## src/sv/gttc_pkg.sv

```systemverilog
// ----------------------------------------------------------------------------
// gttc_pkg
// Shared types, constants and helpers of the thrust and torque controller.
// ----------------------------------------------------------------------------
package gttc_pkg;

    localparam int IN_W        = 480;
    localparam int OUT_W       = 96;
    localparam int CFG_IDX_W   = 3;
    localparam int QUEUE_DEPTH = 4;
    localparam int QPTR_W      = $clog2(QUEUE_DEPTH);

    localparam int SQRT_STEPS   = 30;
    localparam int CORDIC_STEPS = 28;
    localparam int DIV_STEPS    = 31;
    localparam int BACK_STAGES  = 1 + SQRT_STEPS + CORDIC_STEPS + 1 + DIV_STEPS + 2;

    localparam logic [29:0] THETA_MIN_Q28 = 30'd268;
    localparam logic [29:0] PI_Q28        = 30'd843314857;
    localparam logic [29:0] HALF_PI_Q28   = 30'd421657429;

    localparam logic [27:0] ATAN_Q28 [CORDIC_STEPS] = '{
        28'd210828714, 28'd124459457, 28'd65760959, 28'd33381290, 28'd16755422,
        28'd8385879, 28'd4193963, 28'd2097109, 28'd1048571, 28'd524287,
        28'd262144, 28'd131072, 28'd65536, 28'd32768, 28'd16384, 28'd8192,
        28'd4096, 28'd2048, 28'd1024, 28'd512, 28'd256, 28'd128, 28'd64,
        28'd32, 28'd16, 28'd8, 28'd4, 28'd2
    };

    typedef enum logic [CFG_IDX_W-1:0] {
        CFG_POS_GAIN  = 3'd0,
        CFG_VEL_GAIN  = 3'd1,
        CFG_ATT_GAIN  = 3'd2,
        CFG_RATE_GAIN = 3'd3,
        CFG_INERTIA   = 3'd4,
        CFG_WEIGHT    = 3'd5
    } cfg_index_t;

    typedef struct packed {
        logic [47:0] pos_gain;
        logic [47:0] vel_gain;
        logic [47:0] att_gain;
        logic [47:0] rate_gain;
        logic [47:0] inertia;
        logic [15:0] weight;
    } gains_t;

    typedef struct packed {
        logic signed [30:0] cos_v;
        logic [2:0][19:0]   diff;
        logic [47:0]        thrust;
        logic [47:0]        rate;
    } q_item_t;

    function automatic logic [15:0] sat16(input logic signed [52:0] v);
        logic [15:0] r;
        if (v < -53'sd32768)
        begin
            r = 16'h8000;
        end
        else if (v > 53'sd32767)
        begin
            r = 16'h7fff;
        end
        else
        begin
            r = v[15:0];
        end
        return r;
    endfunction

endpackage

```

## src/sv/gttc_queue.sv

```systemverilog
// ----------------------------------------------------------------------------
// gttc_queue
// Short queue between the front and back parts.
// ----------------------------------------------------------------------------
module gttc_queue
    import gttc_pkg::*;
(
    input  logic    clk,
    input  logic    rst_n,
    input  logic    push_valid,
    input  q_item_t push_item,
    output logic    push_room,
    input  logic    pop,
    output logic    pop_valid,
    output q_item_t pop_item
);

    q_item_t             mem [QUEUE_DEPTH];
    logic [QPTR_W-1:0]   wr_reg, rd_reg;
    logic [QPTR_W:0]     count_reg, count_next;
    logic                push;

    assign push_room = (count_reg != (QPTR_W + 1)'(QUEUE_DEPTH)) || pop;
    assign push      = push_valid && push_room;
    assign pop_valid = count_reg != '0;
    assign pop_item  = mem[rd_reg];

    always_comb
    begin
        count_next = count_reg;
        if (push && !pop)
        begin
            count_next = count_reg + 1'b1;
        end
        else if (pop && !push)
        begin
            count_next = count_reg - 1'b1;
        end
    end

    always_ff @(posedge clk or negedge rst_n)
    begin
        if (!rst_n)
        begin
            wr_reg    <= '0;
            rd_reg    <= '0;
            count_reg <= '0;
        end
        else
        begin
            if (push)
            begin
                wr_reg <= wr_reg + 1'b1;
            end
            if (pop)
            begin
                rd_reg <= rd_reg + 1'b1;
            end
            count_reg <= count_next;
        end
    end

    always_ff @(posedge clk)
    begin
        if (push)
        begin
            mem[wr_reg] <= push_item;
        end
    end

endmodule

```

## config.mk

```make
export PLATFORM = sky130hd
export DESIGN_NAME = gttc_queue
export DESIGN_NICKNAME = d
export VERILOG_FILES = /design/src/sv/gttc_pkg.sv /design/src/sv/gttc_queue.sv
export SDC_FILE = /design/constraint.sdc
export NUM_CORES = 1
export LEC_CHECK = 0
export BUFFER_PORTS_ARGS = -buffer_cell sky130_fd_sc_hd__buf_4
export CAP_MARGIN = 10
export CORE_MARGIN = 8
export CORE_UTILIZATION = 46
export CTS_CLUSTER_SIZE = 40
export DETAILED_ROUTE_END_ITERATION = 6
export PLACE_DENSITY = 0.66
export SYNTH_ARGS = -nofsm -noshare
export SYNTH_HDL_FRONTEND = slang
export SYNTH_SLANG_ARGS = --single-unit
```

## constraint.sdc

```tcl
create_clock -name clk -period 9.89 [get_ports clk]
set_input_delay 0.989 -clock clk [delete_from_list [all_inputs] [get_ports clk]]
set_output_delay 0.989 -clock clk [all_outputs]
set_load 0.02 [all_outputs]
```

* Word-level counts from Yosys, hierarchy flattened
Memories as Yosys holds them, arrays and structs flattened. Cells that the tools add are included. W data, S select, Z words.
Word-level totals: register bits 7, RAM bits 748, input port bits 191, output and inout port bits 189, word-level logic and storage cells 21, memories 1
Memories:
- mem | depth 4, width 187, rd ports 1, clocked after memory_dff 0, wr ports 1, RTL line gttc_queue.sv:18 | q_item_t mem [QUEUE_DEPTH];
Operators by class: $add $sub $neg 4, equality and inequality tests 1, multiplexer cells 4, reductions and logical operators 8
Operators with widths (number):
- $mux W3 | 2
- $add A2 B1 Y2 const B | 2
- $add A3 B1 Y3 const B | 1
- $logic_and A1 B1 Y1 | 3
- $ne A3 B3 Y1 const B | 1
- $reduce_bool A3 Y1 | 1
- $sub A3 B1 Y3 const B | 1
- $logic_not A1 Y1 | 2
- $mux W1 | 2
- $reduce_bool A2 Y1 | 1
- $logic_or A1 B1 Y1 | 1

* Longest topological paths before layout
Gate-level depths: netlist (run 1).
word-level depth 7, depth in mapped cells 9, gate-level depth less buffers 8

* Worst setup path before layout (run 1)
Ideal clock, no wire load.
kind input to register, start point input pop, end point memory mem[0][0] (netlist name) (enable), library setup time 0.572 ns, arrival 5.623 ns, data required time 9.318 ns, path slack 3.695 ns, stages on the path 3, buffers on the path 1, cells stage by stage or4b_1 -> buf_2 -> and3_1
Between the ends: cells in the longest elaborated chain, start to end 4
Ends and longest elaborated chain:
- start: declaration | RTL line gttc_queue.sv:13 | input logic pop,
- $logic_or A1 B1 Y1 | RTL line gttc_queue.sv:23 | assign push_room = (count_reg != (QPTR_W + 1)'(QUEUE_DEPTH)) || pop;
- named net push_room | RTL line gttc_queue.sv:12 | output logic push_room,
- $logic_and A1 B1 Y1 | RTL line gttc_queue.sv:24 | assign push = push_valid && push_room;
- $mux W1 | RTL line gttc_queue.sv:65 | if (push)
- $mux W1 (implied by the code) | RTL line gttc_queue.sv:67 | mem[wr_reg] <= push_item;
- end: declaration | RTL line gttc_queue.sv:18
The timed path passes the listed nets, and every way through them passes these cells.

==> impl_results.md, run 1 <==
* Reg-to-Reg Start: count_reg[0]
* Full die area at around 68,000 um^2
* Routed WL at about 55,000 um
* Yosys reg bits at about 760
* Row Count at 89
* Fin. max-slew vios at 0
* Setup TNS at 0 ns
* CP max FO at 52
* Final ANT Viol Nets at 0
* Most area-consuming cells after synthesis: edfxtp_1 (82%), mux4_2 (15%), dfrtp_1 (0.64%)
* Kind of critical path: flop to primary output
* Initial antenna violation count at 5
* Area Overhead vs Synth at 22.7%
* Via count at approximately 12,000
* Most frequent cells in the layout: edfxtp_1 (748), buf_4 (397), mux4_2 (187)
* Switch share at 0.310
* Core area at roughly 60,000 um^2
* Port bufs at roughly 380
* Power per standard cell area at around 320 nW/um^2
* Placed cell count at ~2,100
* Grt ovf at 0
* Final count of hold timing violations at 0
* Post_cts resized at 0
* Sequential power share at 0.412
* Hpwl dp at around 34,000 um
* Post-Syn Area at 27,400 um^2
* CTS sink count at 755
* GRT Util Overall at 0.160
* Synth cell types at 22
* NetSw at 3320 uW
* Layout Skew at roughly 0.030 ns
* Clk_lat worst skew at a little over 0.6 ns
* Clock share of power at 0.265
* Area leader, netlist: edfxtp_1
* DRC viols at 0
* Worst slew margin at 0.211
* Seq/Total Area, Yosys at 0.827
* TritonCTS Buffers at 77
* Root Buffer: clkbuf_16
* H-tree depth at 3
* Die height at roughly 260 um
* TritonRoute pass-1 iters at 5
* Total nets after synthesis at roughly 1,200
* Peak supply drop at 0.312 mV
* Yosys top cell area share at 0.820
* Outcome: finished, final reports clean
* IO Pins at 380
* Leakage at 0.0114 uW
* Period utilisation layout at 0.483
* Startpoint Class: flop
* Internal at approximately 7400 uW
* Number of flip-flops in the largest register at ~750
* Cells after Synth at just over 1,000
* Worst-path clk slew at ~0.06 ns
* CTS tree: built
* Final setup vio count at 0
* Leading cell type in the layout, fill and taps excluded: edfxtp_1
* Final std cells w/o fill at around 2,300
* Post-CTS setup buffers at 0
* Final Total Pwr at 10,700 uW
* Minimum clock period at ~4.8 ns
* Clk buf depth at 3
* Largest net degree at the start of global routing at 74
* Vias/cell at about 5.3
* Min-Delay Path Class: input port to async pin
* Required @ worst endpoint at 8.90 ns
* Worst Tran Pin Value at 1.18 ns
* Initial Util at 0.465
* Fmax at 209 MHz
* Layout cells sized above 1 at 0.464
* Critical Path Sink Type: primary output
* # Max-Cap Violations at 0
* Syn_area_per_cell at approximately 27 um^2
* Crit path DAT at 3.79 ns
* First-pass GRT wire length at slightly above 80,000 um
* # hold bufs at CTS at 0
* 1st-iter DRT viols at about 840
* Chip width at 260 um
* Reg2Reg Depth at 4
* Synth warnings at 0
* GPL Wtd Cong at ~0.7
* Worst R2R End: mem[1][52]
* R2R setup slack at 6.63 ns
* Logic pwr share at 0.324
* Wire per inst at between 20 and 25 um
* RSZ-0062 raised after global routing: false
* Final nets at between 1,500 and 2,000
* Vias in the first global route at between 10,000 and 15,000
==> cells in the mapped netlist <==
cell type,number
edfxtp_1,748
mux4_2,187
buf_2,22
buf_6,13
dfrtp_1,7
clkbuf_1,6
ha_1,5
and3_1,4
inv_1,4
xor2_1,3
buf_4,2
xnor2_1,2
and2_4,1
fa_1,1
mux2_2,1
nand2_1,1
nand3_1,1
nor2_1,1
o21ai_2,1
or3_1,1
or4b_1,1
xnor2_2,1
==> layout make-up <==
class | count | area, um^2
Clock inverter | 52 | 559
Fill cell | 4263 | 25300
Multi-Input combinational cell | 211 | 4460
Tap cell | 773 | 967
Inverter | 4 | 15.0
Sequential cell | 755 | 22600
Timing Repair Buffer | 397 | 2980
Antenna cell | 1 | 2.50
Clock buffer | 88 | 1970
==> power groups by stage <==
stage	clock (uW)	sequential, uW	combinational, uW
after floorplan	0	4470	2250
after global placement	0	4450	3550
after detailed placement	0	4490	3550
after CTS	2910	4420	3560
after global routing	3030	4470	3680
final	2830	4410	3460
==> through the flow <==
stage / util / cell area [um^2] / hold slack, ns / setup slack, ns
6_report: 0.570 / 33600 / 0.172 / 5.11
5_1_grt: 0.570 / 33600 / 0.130 / 4.72
3_5_place_dp: 0.527 / 31100 / 0.484 / 5.57
3_3_place_gp: 0.527 / 31100 / 0.465 / 5.60
2_1_floorplan: - / 27400 / 0.447 / 3.70
4_1_cts: 0.570 / 33600 / 0.122 / 4.87
==> how the worst max path moves through the flow <==
stage | from | endpoint | slack (ns) | cells after the start
after floorplan | pop | mem[0][0] | 3.70 | 3
after global placement | rd_reg[0] | pop_item[104] | 5.60 | 4
after detailed placement | rd_reg[0] | pop_item[49] | 5.57 | 4
after CTS | rd_reg[0] | pop_item[121] | 4.87 | 4
after global routing | rd_reg[0] | pop_item[49] | 4.72 | 4
final | rd_reg[0] | pop_item[121] | 5.11 | 4
==> cell families after synthesis <==
group / count (synthesis) / synth area share
multiplexers: 188 / 0.154
adder cells (fa/ha/maj): 6 / 0.00302
buffers and inverters: 47 / 0.0113
AO/OA/AOI/OAI: 1 / 0.000320
flip-flops: 755 / 0.827
XOR/XNOR: 6 / 0.00219
AND/OR/NAND/NOR: 10 / 0.00228
==> worst max-delay path, stage by stage (launching register included) <==
cell and delay [ns]:
dfrtp_4 0.64, buf_4 0.71, buf_4 0.89, mux4_2 0.65, buf_4 0.19
==> per-layer routing <==
metal / GRT usage / part of all wire / wire length [um] / up-vias
met5: 0 / 0.00091 / 50 / -
met4: 0.0443 / 0.018 / 986 / 8
met3: 0.0566 / 0.077 / 4200 / 72
met2: 0.264 / 0.52 / 28500 / 347
met1: 0.200 / 0.38 / 21000 / 6430
li1: - / - / - / 5278
Power figures use the tool's default switching activity.
==> inputs of run 2 (changes only) <==
Clock period 9.89 ns to 4.7 ns, I/O delays scaled along.
==> impl_results.md, run 2 (synthesized netlist as in run 1, its figures left out) <==
* Outcome: finished, final reports clean (unchanged)
* Worst slew margin at 0.455 (was 0.211)
* CP max FO at 30 (was 52)
* First-pass GRT wire length at 82,600 um (was 81,400 um)
* Via count at 12,225 (was 12,135)
* IO Pins at 380 (unchanged)
* Routed WL at 56,200 um (was 54,800 um)
* TritonRoute pass-1 iters at 5 (unchanged)
* Root Buffer: clkbuf_16 (unchanged)
* Layout Skew at 0.0176 ns (was 0.0296 ns)
* Placed cell count at 2,137 (was 2,140)
* Largest net degree at the start of global routing at 90 (was 74)
* CTS sink count at 755 (unchanged)
* Kind of critical path: flop to primary output (unchanged)
* Crit path DAT at 2.81 ns (was 3.79 ns)
* Vias in the first global route at 12,884 (was 13,011)
* Clk buf depth at 3 (unchanged)
* Post-CTS setup buffers at 0 (unchanged)
* Fmax at between 300 and 400 MHz
* Vias/cell at 5.36 (was 5.32)
* Leading cell type in the layout, fill and taps excluded: edfxtp_1 (unchanged)
* CTS tree: built (unchanged)
* Die height at 260 um (unchanged)
* Worst Tran Pin Value at 0.818 ns (was 1.18 ns)
* Setup TNS at 0 ns (unchanged)
* Multi-input gate area at 4460 um^2 (unchanged)
* Critical Path Sink Type: primary output (unchanged)
* Row Count at 89 (unchanged)
* # Max-Cap Violations at 0 (unchanged)
* Port bufs at 379 (unchanged)
* Most frequent cells in the layout: edfxtp_1 (748), buf_4 (385), mux4_2 (187) (was edfxtp_1 (748), buf_4 (397), mux4_2 (187))
* Required @ worst endpoint at 4.23 ns (was 8.90 ns)
* Storage cell area at 22,600 um^2 (unchanged)
* Grt ovf at 0 (unchanged)
* GPL Wtd Cong at 0.720 (was 0.703)
* Final count of hold timing violations at 0 (unchanged)
* Minimum clock period at approximately 3.3 ns
* DRC viols at 0 (unchanged)
* Final std cells w/o fill at 2,282 (was 2,281)
* Layout cells sized above 1 at 0.472 (was 0.464)
* Power per standard cell area at 676 nW/um^2 (was 319 nW/um^2)
* Worst-path clk slew at 0.07 ns (was 0.06 ns)
* Number of flip-flops in the largest register at 748 (unchanged)
* Startpoint Class: flop (unchanged)
* Final nets at 1,641 (was 1,643)
* Fin. max-slew vios at 0 (unchanged)
* Leakage at 0.0115 uW (was 0.0114 uW)
* Period utilisation layout at 0.698
* TritonCTS Buffers at 77 (unchanged)
* Area Overhead vs Synth at 23.3% (was 22.7%)
* Chip width at 260 um (unchanged)
* # hold bufs at CTS at 1 (was 0)
* Fillcell total at 4,313 (was 4,263)
* Min-Delay Path Class: input port to flop (was input port to async pin)
* Initial antenna violation count at 9 (was 5)
* Clk_lat worst skew at 0.60 ns (was 0.62 ns)
* Peak supply drop at 0.439 mV (was 0.312 mV)
* 1st-iter DRT viols at 718 (was 841)
* Post_cts resized at 0 (unchanged)
* Core area at 58,900 um^2 (unchanged)
* RSZ-0062 raised after global routing: false (unchanged)
* Initial Util at 0.465 (unchanged)
* Hpwl dp at 34,000 um (was 34,200 um)
* GRT Util Overall at 0.163 (was 0.160)
* Final setup vio count at 0 (unchanged)
* Wire per inst at 24.6 um (was 24.0 um)
* Final ANT Viol Nets at 0 (unchanged)
* Full die area at 67,600 um^2 (unchanged)
* H-tree depth at 3 (unchanged)
[run 2: changes by cell type in the layout (fill, tap and decap cells not counted), moves of 2 or more]
cell	before	now
clkbuf_8	0	2
buf_4	397	385
clkinv_2	10	19
clkinv_1	24	12
clkinv_16	4	0
clkinv_4	1	3
bufinv_16	8	11
buf_12	0	9
clkinv_8	1	3
[run 2: layout make-up]
type                    instances  area share
clock buffers                  90      0.0597
repair buffers                395      0.0912
clock inverters                52      0.0171
well taps                     773      0.0286
multi-input cells             211       0.132
diodes                          2    0.000148
inverters                       4    0.000445
flip-flops and latches        755       0.671
[run 2: stage by stage]
step | utilization | power, uW | cell area [um^2] | hold slack, ns | worst slack, ns
after detailed placement | 0.529 | 17000 | 31200 | 0.305 | 1.84
after global routing | 0.573 | 23800 | 33800 | 0.0357 | 1.19
after floorplan | - | 14000 | 27400 | 0.174 | 1.18
final | 0.573 | 22800 | 33800 | 0.0644 | 1.42
after CTS | 0.573 | 23200 | 33800 | 0.0206 | 1.25
after global placement | 0.529 | 17000 | 31200 | 0.300 | 1.90
[run 2: path summary, 6_finish.rpt]
check / from / to / slack [ns] / cells past startpoint
worst min register to register: count_reg[2] / count_reg[2] / 0.49 / 1
max in group asynchronous: rst_n / rd_reg[1] / 4.32 / 2
worst max-delay path: rd_reg[0] / pop_item[123] / 1.42 / 3
worst min-delay path: push_item[20] / mem[0][20] / 0.06 / 1
min in group asynchronous: rst_n / count_reg[2] / 0.23 / 2
worst max register to register: count_reg[0] / mem[0][64] / 2.04 / 3
[run 2: power by group]
| group | internal [uW] | total [uW] | switching [uW] |
|---|---|---|---|
| logic | 3260 | 7400 | 4140 |
| clock network | 3700 | 6170 | 2470 |
| registers | 8840 | 9270 | 425 |
| total | 15800 | 22800 | 7030 |
[run 2: per-layer routing]
metal,GRT usage,part of all wire,routed length (um),vias up
met5,0,0.0020,112,-
met4,0.0491,0.020,1140,16
met3,0.0523,0.084,4740,90
met2,0.258,0.49,27700,402
met1,0.215,0.40,22500,6430
li1,-,-,-,5287
[run 2: worst max-delay path, cell delays in order, from the launching register on]
cell,delay (ns)
dfrtp_4,0.86
buf_4,0.55
mux4_2,0.59
buf_4,0.18
==> inputs of run 3 (changes only) <==
Settings changed: ABC_AREA from default to 1, PLACE_DENSITY 0.66 to 0.68.
Clock period 4.7 ns to 2.85 ns, I/O delays scaled along.
==> impl_results.md, run 3 <==
* Final setup vio count at 0 (unchanged)
* Outcome: finished, final reports clean (unchanged)
* Via count at 18,649 (was 12,225)
* Number of flip-flops in the largest register at 748 (unchanged)
* Yosys reg bits at 755 (unchanged)
* Wire per inst at 17.6 um (was 24.6 um)
* 1st-iter DRT viols at 1,366 (was 718)
* # Max-Cap Violations at 0 (unchanged)
* Initial antenna violation count at 10 (was 9)
* Leading cell type in the layout, fill and taps excluded: edfxtp_1 (unchanged)
* Synth warnings at 0 (unchanged)
* IO Pins at 380 (unchanged)
* Post-synth EDFFs at 748 (unchanged)
* Finished Cell Area at 37,800 um^2 (was 33,800 um^2)
* Worst Tran Pin Value at 0.752 ns (was 0.818 ns)
* Compound-Gate Fraction of Synth Area at 0.111 (was 0.000320)
* Clk_lat worst skew at 0.60 ns (about the same)
* Final core area utilization at 0.590 (was 0.573)
* GRT Util Overall at 0.176 (was 0.163)
* Kind of critical path: flop to primary output (unchanged)
* Post-Synth Simple-Gate Area at 0.0508 (was 0.00228)
* Final ANT Viol Nets at 0 (unchanged)
* Post-Syn Area at 29,600 um^2 (was 27,400 um^2)
* Grt ovf at 0 (unchanged)
* Layout cells sized above 1 at 0.189 (was 0.472)
* Synth Flop Type: edfxtp_1 (unchanged)
* Hpwl dp at 39,200 um (was 34,000 um)
* Most area-consuming cells after synthesis: edfxtp_1 (76%), nand2_1 (4.9%), inv_1 (4.9%) (was edfxtp_1 (82%), mux4_2 (15%), dfrtp_1 (0.64%))
* Die height at 270 um (was 260 um)
* First-pass GRT wire length at 103,000 um (was 82,600 um)
* Final count of hold timing violations at 0 (unchanged)
* Fin. max-slew vios at 0 (unchanged)
* DP Area at 33,600 um^2 (was 31,200 um^2)
* Initial Util at 0.462 (was 0.465)
* Startpoint Class: flop (unchanged)
* Leakage at 0.0150 uW (was 0.0115 uW)
* Total nets after synthesis at 2,432 (was 1,210)
* Reg2Reg Depth at 6 (was 3)
* Area Overhead vs Synth at 27.7% (was 23.3%)
* Fillcell total at 4,816 (was 4,313)
* Most frequent cells in the layout: edfxtp_1 (748), buf_4 (409), nand2_1 (387) (was edfxtp_1 (748), buf_4 (385), mux4_2 (187))
* CP Depth at 6 (was 3)
* Peak supply drop at 0.934 mV (was 0.439 mV)
* CP top delay family: buffers and inverters (was flip-flops)
* Post-synthesis mux area share at 0 (was 0.154)
* Max stage delay cell, worst path: dfrtp_4 (unchanged)
* Most frequent cells after synthesis: edfxtp_1 (748), nand2_1 (389), inv_1 (386) (was edfxtp_1 (748), mux4_2 (187), buf_2 (22), buf_6 (13), dfrtp_1 (7))
* Final nets at 3,005 (was 1,641)
* Required @ worst endpoint at 2.57 ns (was 4.23 ns)
* Clk buf depth at 3 (unchanged)
* Yosys top cell area share at 0.759 (was 0.820)
* H-tree depth at 3 (unchanged)
* Seq/Total Area, Yosys at 0.765 (was 0.827)
* Critical Path Sink Type: primary output (unchanged)
* Crit path cell chain: buf_12 -> buf_4 -> nand2_1 -> o211ai_1 -> nand2_1 -> buf_4 (was buf_4 -> mux4_2 -> buf_4)
* CTS tree: built (unchanged)
* Cells after Synth at 2,235 (was 1,013)
* Async SR Flop Fraction at 0.00927 (unchanged)
* Post-CTS setup buffers at 0 (unchanged)
* Layout Skew at 0.0224 ns (was 0.0176 ns)
* Syn_area_per_cell at 13.2 um^2 (was 27.0 um^2)
* Worst slew margin at 0.499 (was 0.455)
* Routed WL at 65,700 um (was 56,200 um)
* Root Buffer: clkbuf_16 (unchanged)
* GPL Wtd Cong at 0.769 (was 0.720)
* Largest net degree at the start of global routing at 125 (was 90)
* Fmax at ~380 MHz
* Power per standard cell area at 1050 nW/um^2 (was 676 nW/um^2)
* Crit path largest cell delay at 0.56 ns (was 0.86 ns)
* Core area at 64,000 um^2 (was 58,900 um^2)
* Crit path DAT at 2.36 ns (was 2.81 ns)
* Synth cell types at 17 (was 22)
* Row Count at 93 (was 89)
* Most common cell in the synthesized netlist: edfxtp_1 (unchanged)
* CTS sink count at 755 (unchanged)
* TritonRoute pass-1 iters at 6 (was 5)
* Vias/cell at 5.01 (was 5.36)
* Port bufs at 379 (unchanged)
* Minimum clock period at 2.64 ns
* Full die area at 72,700 um^2 (was 67,600 um^2)
* CP max FO at 74 (was 30)
* Area leader, netlist: edfxtp_1 (unchanged)
* TritonCTS Buffers at 77 (unchanged)
* Chip width at 270 um (was 260 um)
* Post-Synth Adder-Cell Area at 0.00279 (was 0.00302)
* Worst-path clk slew at 0.06 ns (was 0.07 ns)
* Min-Delay Path Class: input port to async pin (was input port to flop)
* # hold bufs at CTS at 190 (was 1)
* Period utilisation layout at 0.927
* XOR/XNOR Fraction of Synth Area at 0.000888 (was 0.00219)
* CP bufs+invs at 3 (was 2)
* Main combinational cell family by area after synthesis: compound AO/OA/AOI/OAI gates (was multiplexers)
* DRC viols at 0 (unchanged)
* RSZ-0062 raised after global routing: false (unchanged)
* Post_cts resized at 0 (unchanged)
* Vias in the first global route at 18,813 (was 12,884)
[run 3: cell type report]
cell class | count | area [um^2] | area share
sequential | 755 | 22600 | 0.599
timing repair buffer | 619 | 5370 | 0.142
multi-input combinational | 969 | 4930 | 0.131
clock buffer | 90 | 2000 | 0.0528
inverter | 386 | 1450 | 0.0383
tap | 855 | 1070 | 0.0283
clock inverter | 39 | 297 | 0.00785
antenna | 11 | 27.5 | 0.000728
[run 3: kinds of logic after synthesis]
group,after synthesis
buffers and inverters,511
AND/OR/NAND/NOR,399
XOR/XNOR,3
AO/OA/AOI/OAI,561
flip-flops,755
adder cells (fa/ha/maj),6
[run 3: power by group]
group / internal (uW) / switching [uW] / total (uW)
Clock: 5270 / 3970 / 9230
Combinational: 5460 / 9940 / 15400
Sequential: 14300 / 553 / 14900
[run 3: metal layers]
layer,track usage,share of wire,vias up
met4,0.0635,0.028,0
li1,-,-,8945
met2,0.305,0.51,485
met1,0.216,0.41,9093
met3,0.0372,0.057,126
met5,0,0,-
[run 3: metrics by stage]
stage	setup TNS (ns)	hold slack (ns)	total power, uW	setup slack [ns]	std cells
floorplan	-835.21	-0.0106	24100	-1.13	2235
global placement	0	0.112	30100	0.883	3394
detailed placement	0	0.112	30400	0.823	3394
CTS	0	0.0154	40000	0.164	3713
global route	0	0.0653	41700	0.0310	3721
finish	0	0.0876	39500	0.208	3724
[run 3: worst paths after layout]
check | slack (ns) | from | endpoint
max reg2reg | 0.89 | count_reg[2] | mem[0][73]
min reg2reg | 0.50 | count_reg[2] | count_reg[2]
max | 0.21 | rd_reg[0] | pop_item[90]
min | 0.09 | rst_n | count_reg[2]
max in group asynchronous | 2.61 | rst_n | rd_reg[0]
min in group clk | 0.42 | push_item[148] | mem[2][148]
[run 3: worst register-to-register path, cell delays in order (launching register included)]
cell     delay, ns
dfrtp_1       0.39
inv_2         0.08
nor2_2        0.04
nand2_2       0.12
nand2_4       0.13
nor2_4        0.19
buf_12        0.43
